<file path="config.mk">
export PLATFORM = sky130hd
export DESIGN_NAME = rgb_to_hsv_pixel_top
export DESIGN_NICKNAME = d
export VERILOG_FILES = /design/src/rtl/core/hsv_pkg.sv /design/src/rtl/core/hsv_prep.sv /design/src/rtl/core/hsv_div_cell.sv /design/src/rtl/core/rgb_to_hsv_pixel_top.sv
export SDC_FILE = /design/constraint.sdc
export NUM_CORES = 1
export LEC_CHECK = 0
export BUFFER_PORTS_ARGS = -buffer_cell sky130_fd_sc_hd__clkbuf_2
export CAP_MARGIN = 0
export CORE_AREA = 2 2 271 273
export CTS_BUF_LIST = sky130_fd_sc_hd__clkbuf_4 sky130_fd_sc_hd__clkbuf_8
export DETAILED_ROUTE_END_ITERATION = 12
export DIE_AREA = 0 0 273 275
export SYNTH_ARGS = -nofsm -noshare
export SYNTH_HDL_FRONTEND = slang
export SYNTH_SLANG_ARGS = --single-unit
</file>
<file path="constraint.sdc">
create_clock -name clk -period 17.9 [get_ports clk]
set_input_delay 0.895 -clock clk [delete_from_list [all_inputs] [get_ports clk]]
set_output_delay 0.895 -clock clk [all_outputs]
set_load 0.01 [all_outputs]
</file>
<file path="src/rtl/core/hsv_pkg.sv">
`timescale 1ns / 1ps
`default_nettype none

package hsv_pkg;

  // Default configuration
  localparam int PIXEL_BITS_DEF    = 8;
  localparam int HUE_FRAC_BITS_DEF = 4;
  localparam int SAT_FRAC_BITS_DEF = 8;

  // Hue geometry in whole degrees
  localparam int HUE_DEG_SEXTANT = 60;
  localparam int HUE_DEG_FULL    = 360;

  // Port field widths
  localparam int CHAN_W = 8;
  localparam int HUE_W  = 13;
  localparam int SAT_W  = 9;
  localparam int VAL_W  = 8;

  typedef struct packed {
    logic [CHAN_W-1:0] red_in;
    logic [CHAN_W-1:0] green_in;
    logic [CHAN_W-1:0] blue_in;
  } pix_in_t;

  typedef struct packed {
    logic [HUE_W-1:0] hue_out;
    logic [SAT_W-1:0] sat_out;
    logic [VAL_W-1:0] val_out;
  } hsv_out_t;

endpackage

`default_nettype wire

</file>
<file path="src/rtl/core/hsv_prep.sv">
`timescale 1ns / 1ps
`default_nettype none

module hsv_prep #(
  parameter int PIXEL_BITS    = hsv_pkg::PIXEL_BITS_DEF,
  parameter int HUE_FRAC_BITS = hsv_pkg::HUE_FRAC_BITS_DEF,
  parameter int SAT_FRAC_BITS = hsv_pkg::SAT_FRAC_BITS_DEF,
  localparam int HUE_SIXTY    = hsv_pkg::HUE_DEG_SEXTANT << HUE_FRAC_BITS,
  localparam int HUE_FULL     = hsv_pkg::HUE_DEG_FULL << HUE_FRAC_BITS,
  localparam int QH           = $clog2(HUE_SIXTY + 1),
  localparam int HB           = $clog2(HUE_FULL),
  localparam int DH           = QH + PIXEL_BITS,
  localparam int DS           = PIXEL_BITS + SAT_FRAC_BITS
) (
  input  wire                      clk,
  input  wire                      rst_n,
  input  wire                      up_valid,
  output logic                     up_ready,
  input  wire hsv_pkg::pix_in_t    up_data,
  output logic                     dn_valid,
  input  wire                      dn_ready,
  output logic [PIXEL_BITS-1:0]    mx_o,
  output logic [PIXEL_BITS-1:0]    delta_o,
  output logic [HB-1:0]            base_o,
  output logic [DH-1:0]            rem_h_o,
  output logic [DS-1:0]            rem_s_o
);

  localparam int P = PIXEL_BITS;
  localparam int CW = hsv_pkg::CHAN_W;

  // Sextant index that sets the hue base (times HUE_SIXTY)
  localparam logic [2:0] SEXT_RED_POS = 3'd0;
  localparam logic [2:0] SEXT_GRN_NEG = 3'd1;
  localparam logic [2:0] SEXT_GRN_POS = 3'd2;
  localparam logic [2:0] SEXT_BLU_NEG = 3'd3;
  localparam logic [2:0] SEXT_BLU_POS = 3'd4;
  localparam logic [2:0] SEXT_RED_NEG = 3'd5;

  logic [P+CW-1:0] r_ext, g_ext, b_ext;
  logic [P-1:0]    r, g, b, mx, mn, delta, frac;
  logic signed [P:0] diff;
  logic [2:0]      sext;
  logic            neg;

  logic            valid_r;
  logic [P-1:0]    mx_r, delta_r;
  logic [HB-1:0]   base_r, base_nxt;
  logic [DH-1:0]   rem_h_r, rem_h_nxt;
  logic [DS-1:0]   rem_s_r, rem_s_nxt;

  // Mask or widen each channel to the working pixel width
  assign r_ext = {{P{1'b0}}, up_data.red_in};
  assign g_ext = {{P{1'b0}}, up_data.green_in};
  assign b_ext = {{P{1'b0}}, up_data.blue_in};
  assign r = r_ext[P-1:0];
  assign g = g_ext[P-1:0];
  assign b = b_ext[P-1:0];

  always_comb begin
    mx = r;
    mn = r;
    if (g > mx) mx = g;
    if (b > mx) mx = b;
    if (g < mn) mn = g;
    if (b < mn) mn = b;
    delta = mx - mn;
  end

  // Red wins ties, then green; a negative diff folds into the sextant below
  always_comb begin
    if (r == mx) begin
      diff = $signed({1'b0, g}) - $signed({1'b0, b});
    end else if (g == mx) begin
      diff = $signed({1'b0, b}) - $signed({1'b0, r});
    end else begin
      diff = $signed({1'b0, r}) - $signed({1'b0, g});
    end
    neg = diff[P];
    if (r == mx) begin
      sext = neg ? SEXT_RED_NEG : SEXT_RED_POS;
    end else if (g == mx) begin
      sext = neg ? SEXT_GRN_NEG : SEXT_GRN_POS;
    end else begin
      sext = neg ? SEXT_BLU_NEG : SEXT_BLU_POS;
    end
    frac = neg ? (delta + diff[P-1:0]) : diff[P-1:0];
  end

  assign base_nxt  = HB'(sext) * HB'(HUE_SIXTY);
  assign rem_h_nxt = DH'(frac) * DH'(HUE_SIXTY);
  assign rem_s_nxt = DS'(delta) << SAT_FRAC_BITS;

  assign up_ready = !valid_r || dn_ready;

  always_ff @(posedge clk) begin
    if (!rst_n) begin
      valid_r <= 1'b0;
    end else if (up_ready) begin
      valid_r <= up_valid;
    end
  end

  always_ff @(posedge clk) begin
    if (up_ready && up_valid) begin
      mx_r    <= mx;
      delta_r <= delta;
      base_r  <= base_nxt;
      rem_h_r <= rem_h_nxt;
      rem_s_r <= rem_s_nxt;
    end
  end

  assign dn_valid = valid_r;
  assign mx_o     = mx_r;
  assign delta_o  = delta_r;
  assign base_o   = base_r;
  assign rem_h_o  = rem_h_r;
  assign rem_s_o  = rem_s_r;

endmodule

`default_nettype wire

</file>
<file path="src/rtl/core/hsv_div_cell.sv">
`timescale 1ns / 1ps
`default_nettype none

module hsv_div_cell #(
  parameter int PIXEL_BITS    = hsv_pkg::PIXEL_BITS_DEF,
  parameter int HUE_FRAC_BITS = hsv_pkg::HUE_FRAC_BITS_DEF,
  parameter int SAT_FRAC_BITS = hsv_pkg::SAT_FRAC_BITS_DEF,
  parameter int STEP          = 0,
  localparam int HUE_SIXTY    = hsv_pkg::HUE_DEG_SEXTANT << HUE_FRAC_BITS,
  localparam int HUE_FULL     = hsv_pkg::HUE_DEG_FULL << HUE_FRAC_BITS,
  localparam int QH           = $clog2(HUE_SIXTY + 1),
  localparam int QS           = SAT_FRAC_BITS + 1,
  localparam int HB           = $clog2(HUE_FULL),
  localparam int DH           = QH + PIXEL_BITS,
  localparam int DS           = PIXEL_BITS + SAT_FRAC_BITS
) (
  input  wire                   clk,
  input  wire                   rst_n,
  input  wire                   up_valid,
  output logic                  up_ready,
  input  wire [PIXEL_BITS-1:0]  mx_i,
  input  wire [PIXEL_BITS-1:0]  delta_i,
  input  wire [HB-1:0]          base_i,
  input  wire [DH-1:0]          rem_h_i,
  input  wire [DS-1:0]          rem_s_i,
  input  wire [QH-1:0]          q_h_i,
  input  wire [QS-1:0]          q_s_i,
  output logic                  dn_valid,
  input  wire                   dn_ready,
  output logic [PIXEL_BITS-1:0] mx_o,
  output logic [PIXEL_BITS-1:0] delta_o,
  output logic [HB-1:0]         base_o,
  output logic [DH-1:0]         rem_h_o,
  output logic [DS-1:0]         rem_s_o,
  output logic [QH-1:0]         q_h_o,
  output logic [QS-1:0]         q_s_o
);

  logic                  valid_r;
  logic [PIXEL_BITS-1:0] mx_r, delta_r;
  logic [HB-1:0]         base_r;
  logic [DH-1:0]         rem_h_r, rem_h_nxt;
  logic [DS-1:0]         rem_s_r, rem_s_nxt;
  logic [QH-1:0]         q_h_r, q_h_nxt;
  logic [QS-1:0]         q_s_r, q_s_nxt;

  // One restoring step of the hue quotient: bit QH-1-STEP
  if (STEP < QH) begin : g_hue
    logic [DH-1:0] dvs_h;
    logic          ge_h;
    assign dvs_h     = DH'(delta_i) << (QH - 1 - STEP);
    assign ge_h      = rem_h_i >= dvs_h;
    assign rem_h_nxt = ge_h ? (rem_h_i - dvs_h) : rem_h_i;
    assign q_h_nxt   = {q_h_i[QH-2:0], ge_h};
  end else begin : g_hue_hold
    assign rem_h_nxt = rem_h_i;
    assign q_h_nxt   = q_h_i;
  end

  // One restoring step of the saturation quotient: bit QS-1-STEP
  if (STEP < QS) begin : g_sat
    logic [DS-1:0] dvs_s;
    logic          ge_s;
    assign dvs_s     = DS'(mx_i) << (QS - 1 - STEP);
    assign ge_s      = rem_s_i >= dvs_s;
    assign rem_s_nxt = ge_s ? (rem_s_i - dvs_s) : rem_s_i;
    assign q_s_nxt   = {q_s_i[QS-2:0], ge_s};
  end else begin : g_sat_hold
    assign rem_s_nxt = rem_s_i;
    assign q_s_nxt   = q_s_i;
  end

  assign up_ready = !valid_r || dn_ready;

  always_ff @(posedge clk) begin
    if (!rst_n) begin
      valid_r <= 1'b0;
    end else if (up_ready) begin
      valid_r <= up_valid;
    end
  end

  always_ff @(posedge clk) begin
    if (up_ready && up_valid) begin
      mx_r    <= mx_i;
      delta_r <= delta_i;
      base_r  <= base_i;
      rem_h_r <= rem_h_nxt;
      rem_s_r <= rem_s_nxt;
      q_h_r   <= q_h_nxt;
      q_s_r   <= q_s_nxt;
    end
  end

  assign dn_valid = valid_r;
  assign mx_o     = mx_r;
  assign delta_o  = delta_r;
  assign base_o   = base_r;
  assign rem_h_o  = rem_h_r;
  assign rem_s_o  = rem_s_r;
  assign q_h_o    = q_h_r;
  assign q_s_o    = q_s_r;

endmodule

`default_nettype wire

</file>
<file path="src/rtl/core/rgb_to_hsv_pixel_top.sv">
// RGB to HSV pixel converter.
// Pipeline: the front stage, a chain of division cells, and the output register.
// Throughput: one pixel word per cycle while out_ready allows, set by one quotient bit per cell in the chain.
// Reset: rst_n is synchronous, active low, and drops every word in flight.
// No state is kept between pixels.
`timescale 1ns / 1ps
`default_nettype none

module rgb_to_hsv_pixel_top #(
  parameter int PIXEL_BITS    = hsv_pkg::PIXEL_BITS_DEF,
  parameter int HUE_FRAC_BITS = hsv_pkg::HUE_FRAC_BITS_DEF,
  parameter int SAT_FRAC_BITS = hsv_pkg::SAT_FRAC_BITS_DEF
) (
  input  wire                  clk,
  input  wire                  rst_n,
  input  wire                  in_valid,
  output logic                 in_ready,
  input  wire hsv_pkg::pix_in_t in_data,
  output logic                 out_valid,
  input  wire                  out_ready,
  output hsv_pkg::hsv_out_t    out_data
);

  // Working widths. The hue quotient is the fraction of one sextant and
  // never exceeds HUE_SIXTY; the saturation quotient never exceeds 2^S.
  localparam int P         = PIXEL_BITS;
  localparam int HUE_SIXTY = hsv_pkg::HUE_DEG_SEXTANT << HUE_FRAC_BITS;
  localparam int HUE_FULL  = hsv_pkg::HUE_DEG_FULL << HUE_FRAC_BITS;
  localparam int QH        = $clog2(HUE_SIXTY + 1);
  localparam int QS        = SAT_FRAC_BITS + 1;
  localparam int HB        = $clog2(HUE_FULL);
  localparam int DH        = QH + P;
  localparam int DS        = P + SAT_FRAC_BITS;
  localparam int NCELL     = (QH > QS) ? QH : QS;

  localparam int HUE_W = hsv_pkg::HUE_W;
  localparam int SAT_W = hsv_pkg::SAT_W;
  localparam int VAL_W = hsv_pkg::VAL_W;

  // Links between stages: index k feeds cell k, index NCELL feeds the output register
  logic            vld_c   [0:NCELL];
  logic            rdy_c   [0:NCELL];
  logic [P-1:0]    mx_c    [0:NCELL];
  logic [P-1:0]    delta_c [0:NCELL];
  logic [HB-1:0]   base_c  [0:NCELL];
  logic [DH-1:0]   rem_h_c [0:NCELL];
  logic [DS-1:0]   rem_s_c [0:NCELL];
  logic [QH-1:0]   q_h_c   [0:NCELL];
  logic [QS-1:0]   q_s_c   [0:NCELL];

  // Front stage: find max, min, sextant, and load both dividends
  hsv_prep #(
    .PIXEL_BITS    (PIXEL_BITS),
    .HUE_FRAC_BITS (HUE_FRAC_BITS),
    .SAT_FRAC_BITS (SAT_FRAC_BITS)
  ) u_prep (
    .clk      (clk),
    .rst_n    (rst_n),
    .up_valid (in_valid),
    .up_ready (in_ready),
    .up_data  (in_data),
    .dn_valid (vld_c[0]),
    .dn_ready (rdy_c[0]),
    .mx_o     (mx_c[0]),
    .delta_o  (delta_c[0]),
    .base_o   (base_c[0]),
    .rem_h_o  (rem_h_c[0]),
    .rem_s_o  (rem_s_c[0])
  );

  // Quotients start empty; each cell shifts in one bit of each quotient that still has bits to resolve
  assign q_h_c[0] = '0;
  assign q_s_c[0] = '0;

  // Chain of division cells; each stage holds its own word and advances
  // whenever the stage ahead is empty or moving, so bubbles close up.
  for (genvar k = 0; k < NCELL; k++) begin : g_cell
    hsv_div_cell #(
      .PIXEL_BITS    (PIXEL_BITS),
      .HUE_FRAC_BITS (HUE_FRAC_BITS),
      .SAT_FRAC_BITS (SAT_FRAC_BITS),
      .STEP          (k)
    ) u_cell (
      .clk      (clk),
      .rst_n    (rst_n),
      .up_valid (vld_c[k]),
      .up_ready (rdy_c[k]),
      .mx_i     (mx_c[k]),
      .delta_i  (delta_c[k]),
      .base_i   (base_c[k]),
      .rem_h_i  (rem_h_c[k]),
      .rem_s_i  (rem_s_c[k]),
      .q_h_i    (q_h_c[k]),
      .q_s_i    (q_s_c[k]),
      .dn_valid (vld_c[k+1]),
      .dn_ready (rdy_c[k+1]),
      .mx_o     (mx_c[k+1]),
      .delta_o  (delta_c[k+1]),
      .base_o   (base_c[k+1]),
      .rem_h_o  (rem_h_c[k+1]),
      .rem_s_o  (rem_s_c[k+1]),
      .q_h_o    (q_h_c[k+1]),
      .q_s_o    (q_s_c[k+1])
    );
  end

  // Output register: add the sextant base and apply the achromatic rules.
  // A black pixel forces saturation to zero; zero spread or zero saturation
  // forces hue to zero.
  logic [P-1:0]        mx_f, delta_f;
  logic [QS-1:0]       sat_f;
  logic [HB-1:0]       hue_f;
  logic [HB+HUE_W-1:0] hue_ext;
  logic [QS+SAT_W-1:0] sat_ext;
  logic [P+VAL_W-1:0]  val_ext;
  logic                out_valid_r;
  hsv_pkg::hsv_out_t   out_data_r, out_data_nxt;

  assign mx_f    = mx_c[NCELL];
  assign delta_f = delta_c[NCELL];
  assign sat_f   = (mx_f == '0) ? '0 : q_s_c[NCELL];
  assign hue_f   = ((delta_f == '0) || (sat_f == '0)) ? '0
                 : (base_c[NCELL] + HB'(q_h_c[NCELL]));

  // Fit the working widths to the port fields
  assign hue_ext = {{HUE_W{1'b0}}, hue_f};
  assign sat_ext = {{SAT_W{1'b0}}, sat_f};
  assign val_ext = {{VAL_W{1'b0}}, mx_f};

  always_comb begin
    out_data_nxt.hue_out = hue_ext[HUE_W-1:0];
    out_data_nxt.sat_out = sat_ext[SAT_W-1:0];
    out_data_nxt.val_out = val_ext[VAL_W-1:0];
  end

  // Hold the result until taken; accept a new word when empty or draining
  assign rdy_c[NCELL] = !out_valid_r || out_ready;

  always_ff @(posedge clk) begin
    if (!rst_n) begin
      out_valid_r <= 1'b0;
    end else if (rdy_c[NCELL]) begin
      out_valid_r <= vld_c[NCELL];
    end
  end

  always_ff @(posedge clk) begin
    if (rdy_c[NCELL] && vld_c[NCELL]) begin
      out_data_r <= out_data_nxt;
    end
  end

  assign out_valid = out_valid_r;
  assign out_data  = out_data_r;

endmodule

`default_nettype wire
</file>
# Yosys cells after proc, flatten, opt, wreduce, memory -nomap -nowiden
# Index checks and enable logic that the tools add are counted.
[totals]
regBits = 706
word_cells = 208
in_bits = 28
[op_classes]
n_addsub = 23
reduce_logical = 40
n_mul = 2
order_cmp = 23
mux = 30
n_eq_ne = 2
[op_table]
columns = ["cell", "count"]
rows = [
  ["2-to-1 mux 18 bit", 9],
  ["2-to-1 mux 16 bit", 8],
  ["2-to-1 mux 8 bit", 5],
  ["2-to-1 mux 9 bit", 3],
  ["subtractor 8 x 8 -> 9 bit", 3],
  ["greater-or-equal comparator 18 x 10 -> 1 bit", 1],
  ["greater-or-equal comparator 18 x 11 -> 1 bit", 1],
  ["greater-or-equal comparator 18 x 12 -> 1 bit", 1],
  ["greater-or-equal comparator 18 x 13 -> 1 bit", 1],
  ["greater-or-equal comparator 18 x 14 -> 1 bit", 1],
  ["greater-or-equal comparator 18 x 15 -> 1 bit", 1],
  ["greater-or-equal comparator 18 x 16 -> 1 bit", 1],
  ["greater-or-equal comparator 18 x 17 -> 1 bit", 1],
  ["greater-or-equal comparator 18 x 8 -> 1 bit", 1],
  ["greater-or-equal comparator 18 x 9 -> 1 bit", 1],
  ["subtractor 18 x 10 -> 18 bit", 1],
  ["subtractor 18 x 11 -> 18 bit", 1],
  ["subtractor 18 x 12 -> 18 bit", 1],
  ["subtractor 18 x 13 -> 18 bit", 1],
  ["subtractor 18 x 14 -> 18 bit", 1],
  ["subtractor 18 x 15 -> 18 bit", 1],
  ["subtractor 18 x 16 -> 18 bit", 1],
  ["subtractor 18 x 17 -> 18 bit", 1],
  ["subtractor 18 x 9 -> 18 bit", 1],
  ["other kinds (32)", 73],
]

# Longest topological paths before layout
[depth]
word_depth = 14
depth_mapped = 43
mapped_depth_nobuf = 41

# Modules after synthesis
# From an unflattened synthesis, not the netlist that was laid out.
[unflattened]
cells_unflattened = 3244
area_unflattened_um2 = 44233.7
[by_module_without_submodules]
columns = ["mod", "n_inst", "cells_each", "seq_area_each_um2", "area_per_inst_um2"]
rows = [
  ["hsv_prep", 1, 572, 1071.0, 5242.5],
  ["hsv_div_cell at g_cell[8].u_cell", 1, 297, 2482.4, 4042.6],
  ["hsv_div_cell at g_cell[7].u_cell", 1, 279, 2482.4, 3870.0],
  ["hsv_div_cell at g_cell[6].u_cell", 1, 281, 2482.4, 3861.2],
  ["hsv_div_cell at g_cell[4].u_cell", 1, 264, 2482.4, 3806.2],
  ["hsv_div_cell at g_cell[5].u_cell", 1, 259, 2482.4, 3797.4],
  ["hsv_div_cell at g_cell[3].u_cell", 1, 255, 2482.4, 3762.4],
  ["hsv_div_cell at g_cell[1].u_cell", 1, 245, 2482.4, 3728.6],
  ["hsv_div_cell at g_cell[0].u_cell", 1, 226, 2482.4, 3587.2],
  ["hsv_div_cell at g_cell[2].u_cell", 1, 239, 2482.4, 3565.9],
  ["hsv_div_cell at g_cell[9].u_cell", 1, 191, 2482.4, 3304.4],
  ["rgb_to_hsv_pixel_top", 1, 136, 920.9, 1665.3],
]

# Worst setup path after synthesis
# No wires, ideal clock.
[synth_path]
path_kind = "input to register"
start = "input in_data[15] in the netlist's numbering"
end = "register u_prep.rem_h_r[17], in the netlist u_prep.rem_h_o[17], data pin"
path_stages = 40
path_slack_ns = 8.626
t_arrival_ns = 9.017
n_path_buf = 3
cell_sequence = "inv_1 > ha_1 > nand3_1 > a211o_1 > nand2_2 > clkbuf_1 > nor2_1 > a21o_1 > inv_1 > ha_1 > a21o_1 > a211o_1 > a21oi_1 > nor2_1 > a21oi_1 > a211oi_1 > or2_4 > a2111o_1 > (+4 left out) > ha_1 > a21o_1 > a21oi_1 > xnor2_1 > mux2_2 > fa_1 > inv_1 > fa_1 > inv_1 > ha_1 > a21oi_1 > o21bai_1 > a21oi_1 > o21bai_1 > a21oi_1 > o21bai_1 > a21oi_1 > xnor2_1"
[synth_via]
elab_chain_cells = 10
elab_cells_between_ends = 18
cone_classes = "add/sub (4); mul (1); order compare (4); eq/ne (2); mux (7)"
[synth_lines]
columns = ["element", "line", "text"]
rows = [
  ["from (decl)", "rgb_to_hsv_pixel_top.sv:18", "input wire hsv_pkg::pix_in_t in_data,"],
  ["branches (longest 8 deep; another with greater-than comparator 8 bit)", "--", ""],
  ["2-to-1 mux 8 bit (*)", "hsv_prep.sv:87", "frac = neg ? (delta + diff[P-1:0]) : diff[P-1:0];"],
  ["multiplier 8 x 4 -> 12 bit (*)", "hsv_prep.sv:91", "assign rem_h_nxt = DH'(frac) * DH'(HUE_SIXTY);"],
  ["via u_prep.rem_h_nxt[17]", "hsv_prep.sv:49", "logic [DH-1:0] rem_h_r, rem_h_nxt;"],
  ["to (signal assigned)", "hsv_prep.sv:109", "rem_h_r <= rem_h_nxt;"],
  ["to (decl)", "hsv_prep.sv:49", ""],
]
# Mark *: on every way through the listed nets, which the timed path passes.
# A chain may end at the register's enable or synchronous reset.

# Worst setup path in the final report
[layout_path]
start = "input in_data[14] in the netlist's numbering"
end = "register u_prep.rem_h_r[17], in the netlist u_prep.rem_h_o[17], data pin"
# Same word-level chain as after synthesis.

==> impl_metrics.tcl <==
set metrics [dict create \
    async_reset_ff_share_pct 0 \
    slew_violations 0 \
    row_count 99 \
    rsz0062_at_grt "false" \
    die_h_um 275 \
    critPathCaptureType "flop" \
    htreeDepth 3 \
    cts_resized 0 \
    syn-num-nets 2926 \
    cts_root_buf "clkbuf_8" \
    drive_gt1_share_pct 9.95 \
    synth_seq_cells 631 \
    startpoint_type "primary input" \
    die_area_sq_um 75100 \
    holdBufCountCts 0 \
    status "completed" \
    die_w_um 273 \
    clk_pin_slew_ns 0.05 \
    sw_frac_of_total_pct 34.3 \
    netlist_area_sq_um 32300 \
    finalInstanceArea_sq_um 35800 \
    initial_core_util_pct 44.6 \
    grt_pass1_vias 19900 \
    cts_made_buffers 101 \
    worstHoldPathType "reg -> reg" \
    first_iter_violations 894 \
    postCtsSetupRepairBufs 0 \
    setup_ws_ns 8.15 \
    cts.sinks 631 \
    syn_to_final_growth_pct 10.9 \
    antenna_found_initial 1 \
    place_inst 3640 \
    fmax_mhz 103 \
    io_pins 60 \
    cpPeakStageDelay_ns 0.67 \
    cp_common_cell "a21oi_1" \
    ant_nets 0 \
    cts_tree "yes" \
    setup_viol 0 \
    worst_pin_slew_ns 1.15 \
    clock_path_buffers 3 \
    final_nets 3074 \
    grt_pass1_wl_um 96200 \
    p_comb_share_pct 43.9 \
    tns_ns 0 \
    power.density_nw_per_um2 154 \
    first_pass_iters 5 \
    p_clk_share_pct 21.1 \
    vias 19400 \
    synth_cell_types 75 \
    drc 0 \
    grt_remaining_overflow 0 \
    maxCapViolCount 0 \
    clk-insertion-delay-late_ns 0.68 \
    route.detailed.wl_per_inst_um 15.1 \
    p_int_w 0.00363 \
    vdd_drop_max_v 0.000502 \
    post_dp_cell_area_sq_um 33900 \
    gp_congestion 0.897 \
    min_period_ns 9.75 \
    core-area_sq_um 72300 \
    syn_avg_cell_area_sq_um 12.2 \
    crit_fanout 17 \
    via_per_inst 5.08 \
    max_slew_margin_pct 22.9 \
    fin_skew_ns 0.0282 \
    grtUsageTotal_pct 15.8 \
    cp.arrival_ns 10.17 \
    leakage_nw 13.7 \
    port-buffer-count 59 \
    synth_seq_area_share_pct 58.4 \
    synth_edf_count 619 \
    grt_max_degree 67 \
    synthCells 2636 \
    drt-total-wl_um 57800 \
    p_switching_w 0.00189 \
    pre_cts_ws_ns 7.53 \
    seqPwrFrac_pct 35.1 \
    yosys_most_used_dff "edfxtp_1" \
    fin_crit_sh_pct 54.5 \
    hold_ws_ns 0.412 \
    fin_cells 3815 \
    hold_viol 0 \
    path_class "in -> reg" \
    dp_hpwl_um 44400 \
    yosys_warnings 0 \
    required_ns 18.32 \
    crit_slowest_cell "or3_1" \
]
-- state kept, by name, summed over array words and instances, names as in the netlist --
name and count:
out_valid 1, g_cell.u_cell.q_s_o 54, g_cell.u_cell.base_o 70, u_prep.rem_h_o 12
u_prep.dn_valid 1, g_cell.u_cell.rem_h_o 123, g_cell.u_cell.q_h_o 55, g_cell.u_cell.delta_o 80
g_cell.u_cell.rem_s_o 92, g_cell.u_cell.mx_o 80, u_prep.base_o 7, u_prep.delta_o 8
g_cell.u_cell.dn_valid 10, u_prep.mx_o 8, out_data 30
-- cell usage after synthesis (13+ instances only) --
cell type / n / share of area [%]
nor4_1: 37 / 0.72
and3_1: 13 / 0.25
and2_1: 32 / 0.62
nand3_1: 28 / 0.43
o21bai_1: 19 / 0.44
nand4_1: 27 / 0.52
clkbuf_1: 31 / 0.36
a211oi_1: 16 / 0.37
nand2_1: 168 / 2.0
a21boi_0: 23 / 0.54
a21o_1: 71 / 1.7
edfxtp_1: 619 / 58
nor3_1: 36 / 0.56
or3_1: 13 / 0.25
nor2_1: 157 / 1.8
o21ai_0: 170 / 2.6
o21a_1: 18 / 0.42
nand2b_1: 54 / 1.0
mux2i_1: 19 / 0.59
xor2_1: 87 / 2.4
a21oi_1: 127 / 2.0
inv_1: 306 / 3.6
fa_1: 35 / 2.2
nor2b_1: 60 / 1.2
ha_1: 227 / 8.8
xnor2_1: 83 / 2.3
o31ai_1: 42 / 0.98
-- cell usage in the layout (no fill, tap or decap), types with 71 or more instances in the layout --
cell type,Yosys,final
edfxtp_1,619,619
inv_1,306,306
ha_1,227,227
o21ai_0,170,170
nand2_1,168,168
nor2_1,157,157
a21oi_1,127,127
clkbuf_8,0,102
xor2_1,87,87
xnor2_1,83,83
a21o_1,71,71
-- logic make-up (layout without fill, tap and decap cells) --
kind of cell | count (synthesis) | count (layout) | share of synthesized area (%)
AO/OA/AOI/OAI | 540 | 540 | 10.6
XOR/XNOR | 171 | 171 | 4.69
adder cells (fa/ha/maj) | 262 | 262 | 11.0
buffers and inverters | 342 | 561 | 4.03
flip-flops | 631 | 631 | 58.4
multiplexers | 31 | 31 | 1.11
other | 0 | 1 | 0
AND/OR/NAND/NOR | 659 | 659 | 10.2
-- worst max-delay path, delay by kind of cell --
kind	cells	cell delay, ns
buffers and inverters	4	0.32
AOI/OAI and AO/OA	17	3.89
xor gates and xnor gates	2	0.25
adders and majority gates	7	2.77
and+or+nand+nor	5	1.53
muxes	2	0.53
-- metrics by stage --
step	power (W)	util (%)
2_1_floorplan	0.00391	-
6_report	0.00552	49.5
3_5_place_dp	0.00442	46.8
5_1_grt	0.00603	49.5
3_3_place_gp	0.00435	46.8
4_1_cts	0.00561	49.5
-- routing by layer --
metal  GRT usage (%)  routed length [um]
met5               0                   0
met4            7.85                2320
met3            2.46                1890
met2            30.0               30500
met1            17.1               23100
-- worst paths after layout --
| check | from | end | slack (ns) | cells after the start |
|---|---|---|---|---|
| setup / recovery | in_data[14] | u_prep.rem_h_o[17] | 8.15 | 37 |
| hold / removal | g_cell[4].u_cell.q_h_o[1] | g_cell[5].u_cell.q_h_o[2] | 0.41 | 0 |
| setup reg to reg | u_prep.delta_o[1] | g_cell[0].u_cell.rem_h_o[11] | 13.97 | 13 |
| hold reg to reg | g_cell[4].u_cell.q_h_o[1] | g_cell[5].u_cell.q_h_o[2] | 0.41 | 0 |
-- area by class of cell --
cell class	count	area (sq um)
multi-input cells	1663	12200
well taps	959	1200
repair buffers	78	438
inverters	309	1160
clock inverters	30	191
diodes	1	2.50
flip-flops and latches	631	18800
fillers	6312	36600
clock buffers	144	1720
-- power groups by stage --
stage	sequential, W	combinational [W]	clock [W]
2_1_floorplan	0.00194	0.00197	0
3_3_place_gp	0.00196	0.00239	0
3_5_place_dp	0.00197	0.00245	0
4_1_cts	0.00194	0.00247	0.00121
5_1_grt	0.00194	0.00282	0.00127
6_report	0.00194	0.00242	0.00116
Note: power is estimated with default switching activity, not from simulation.
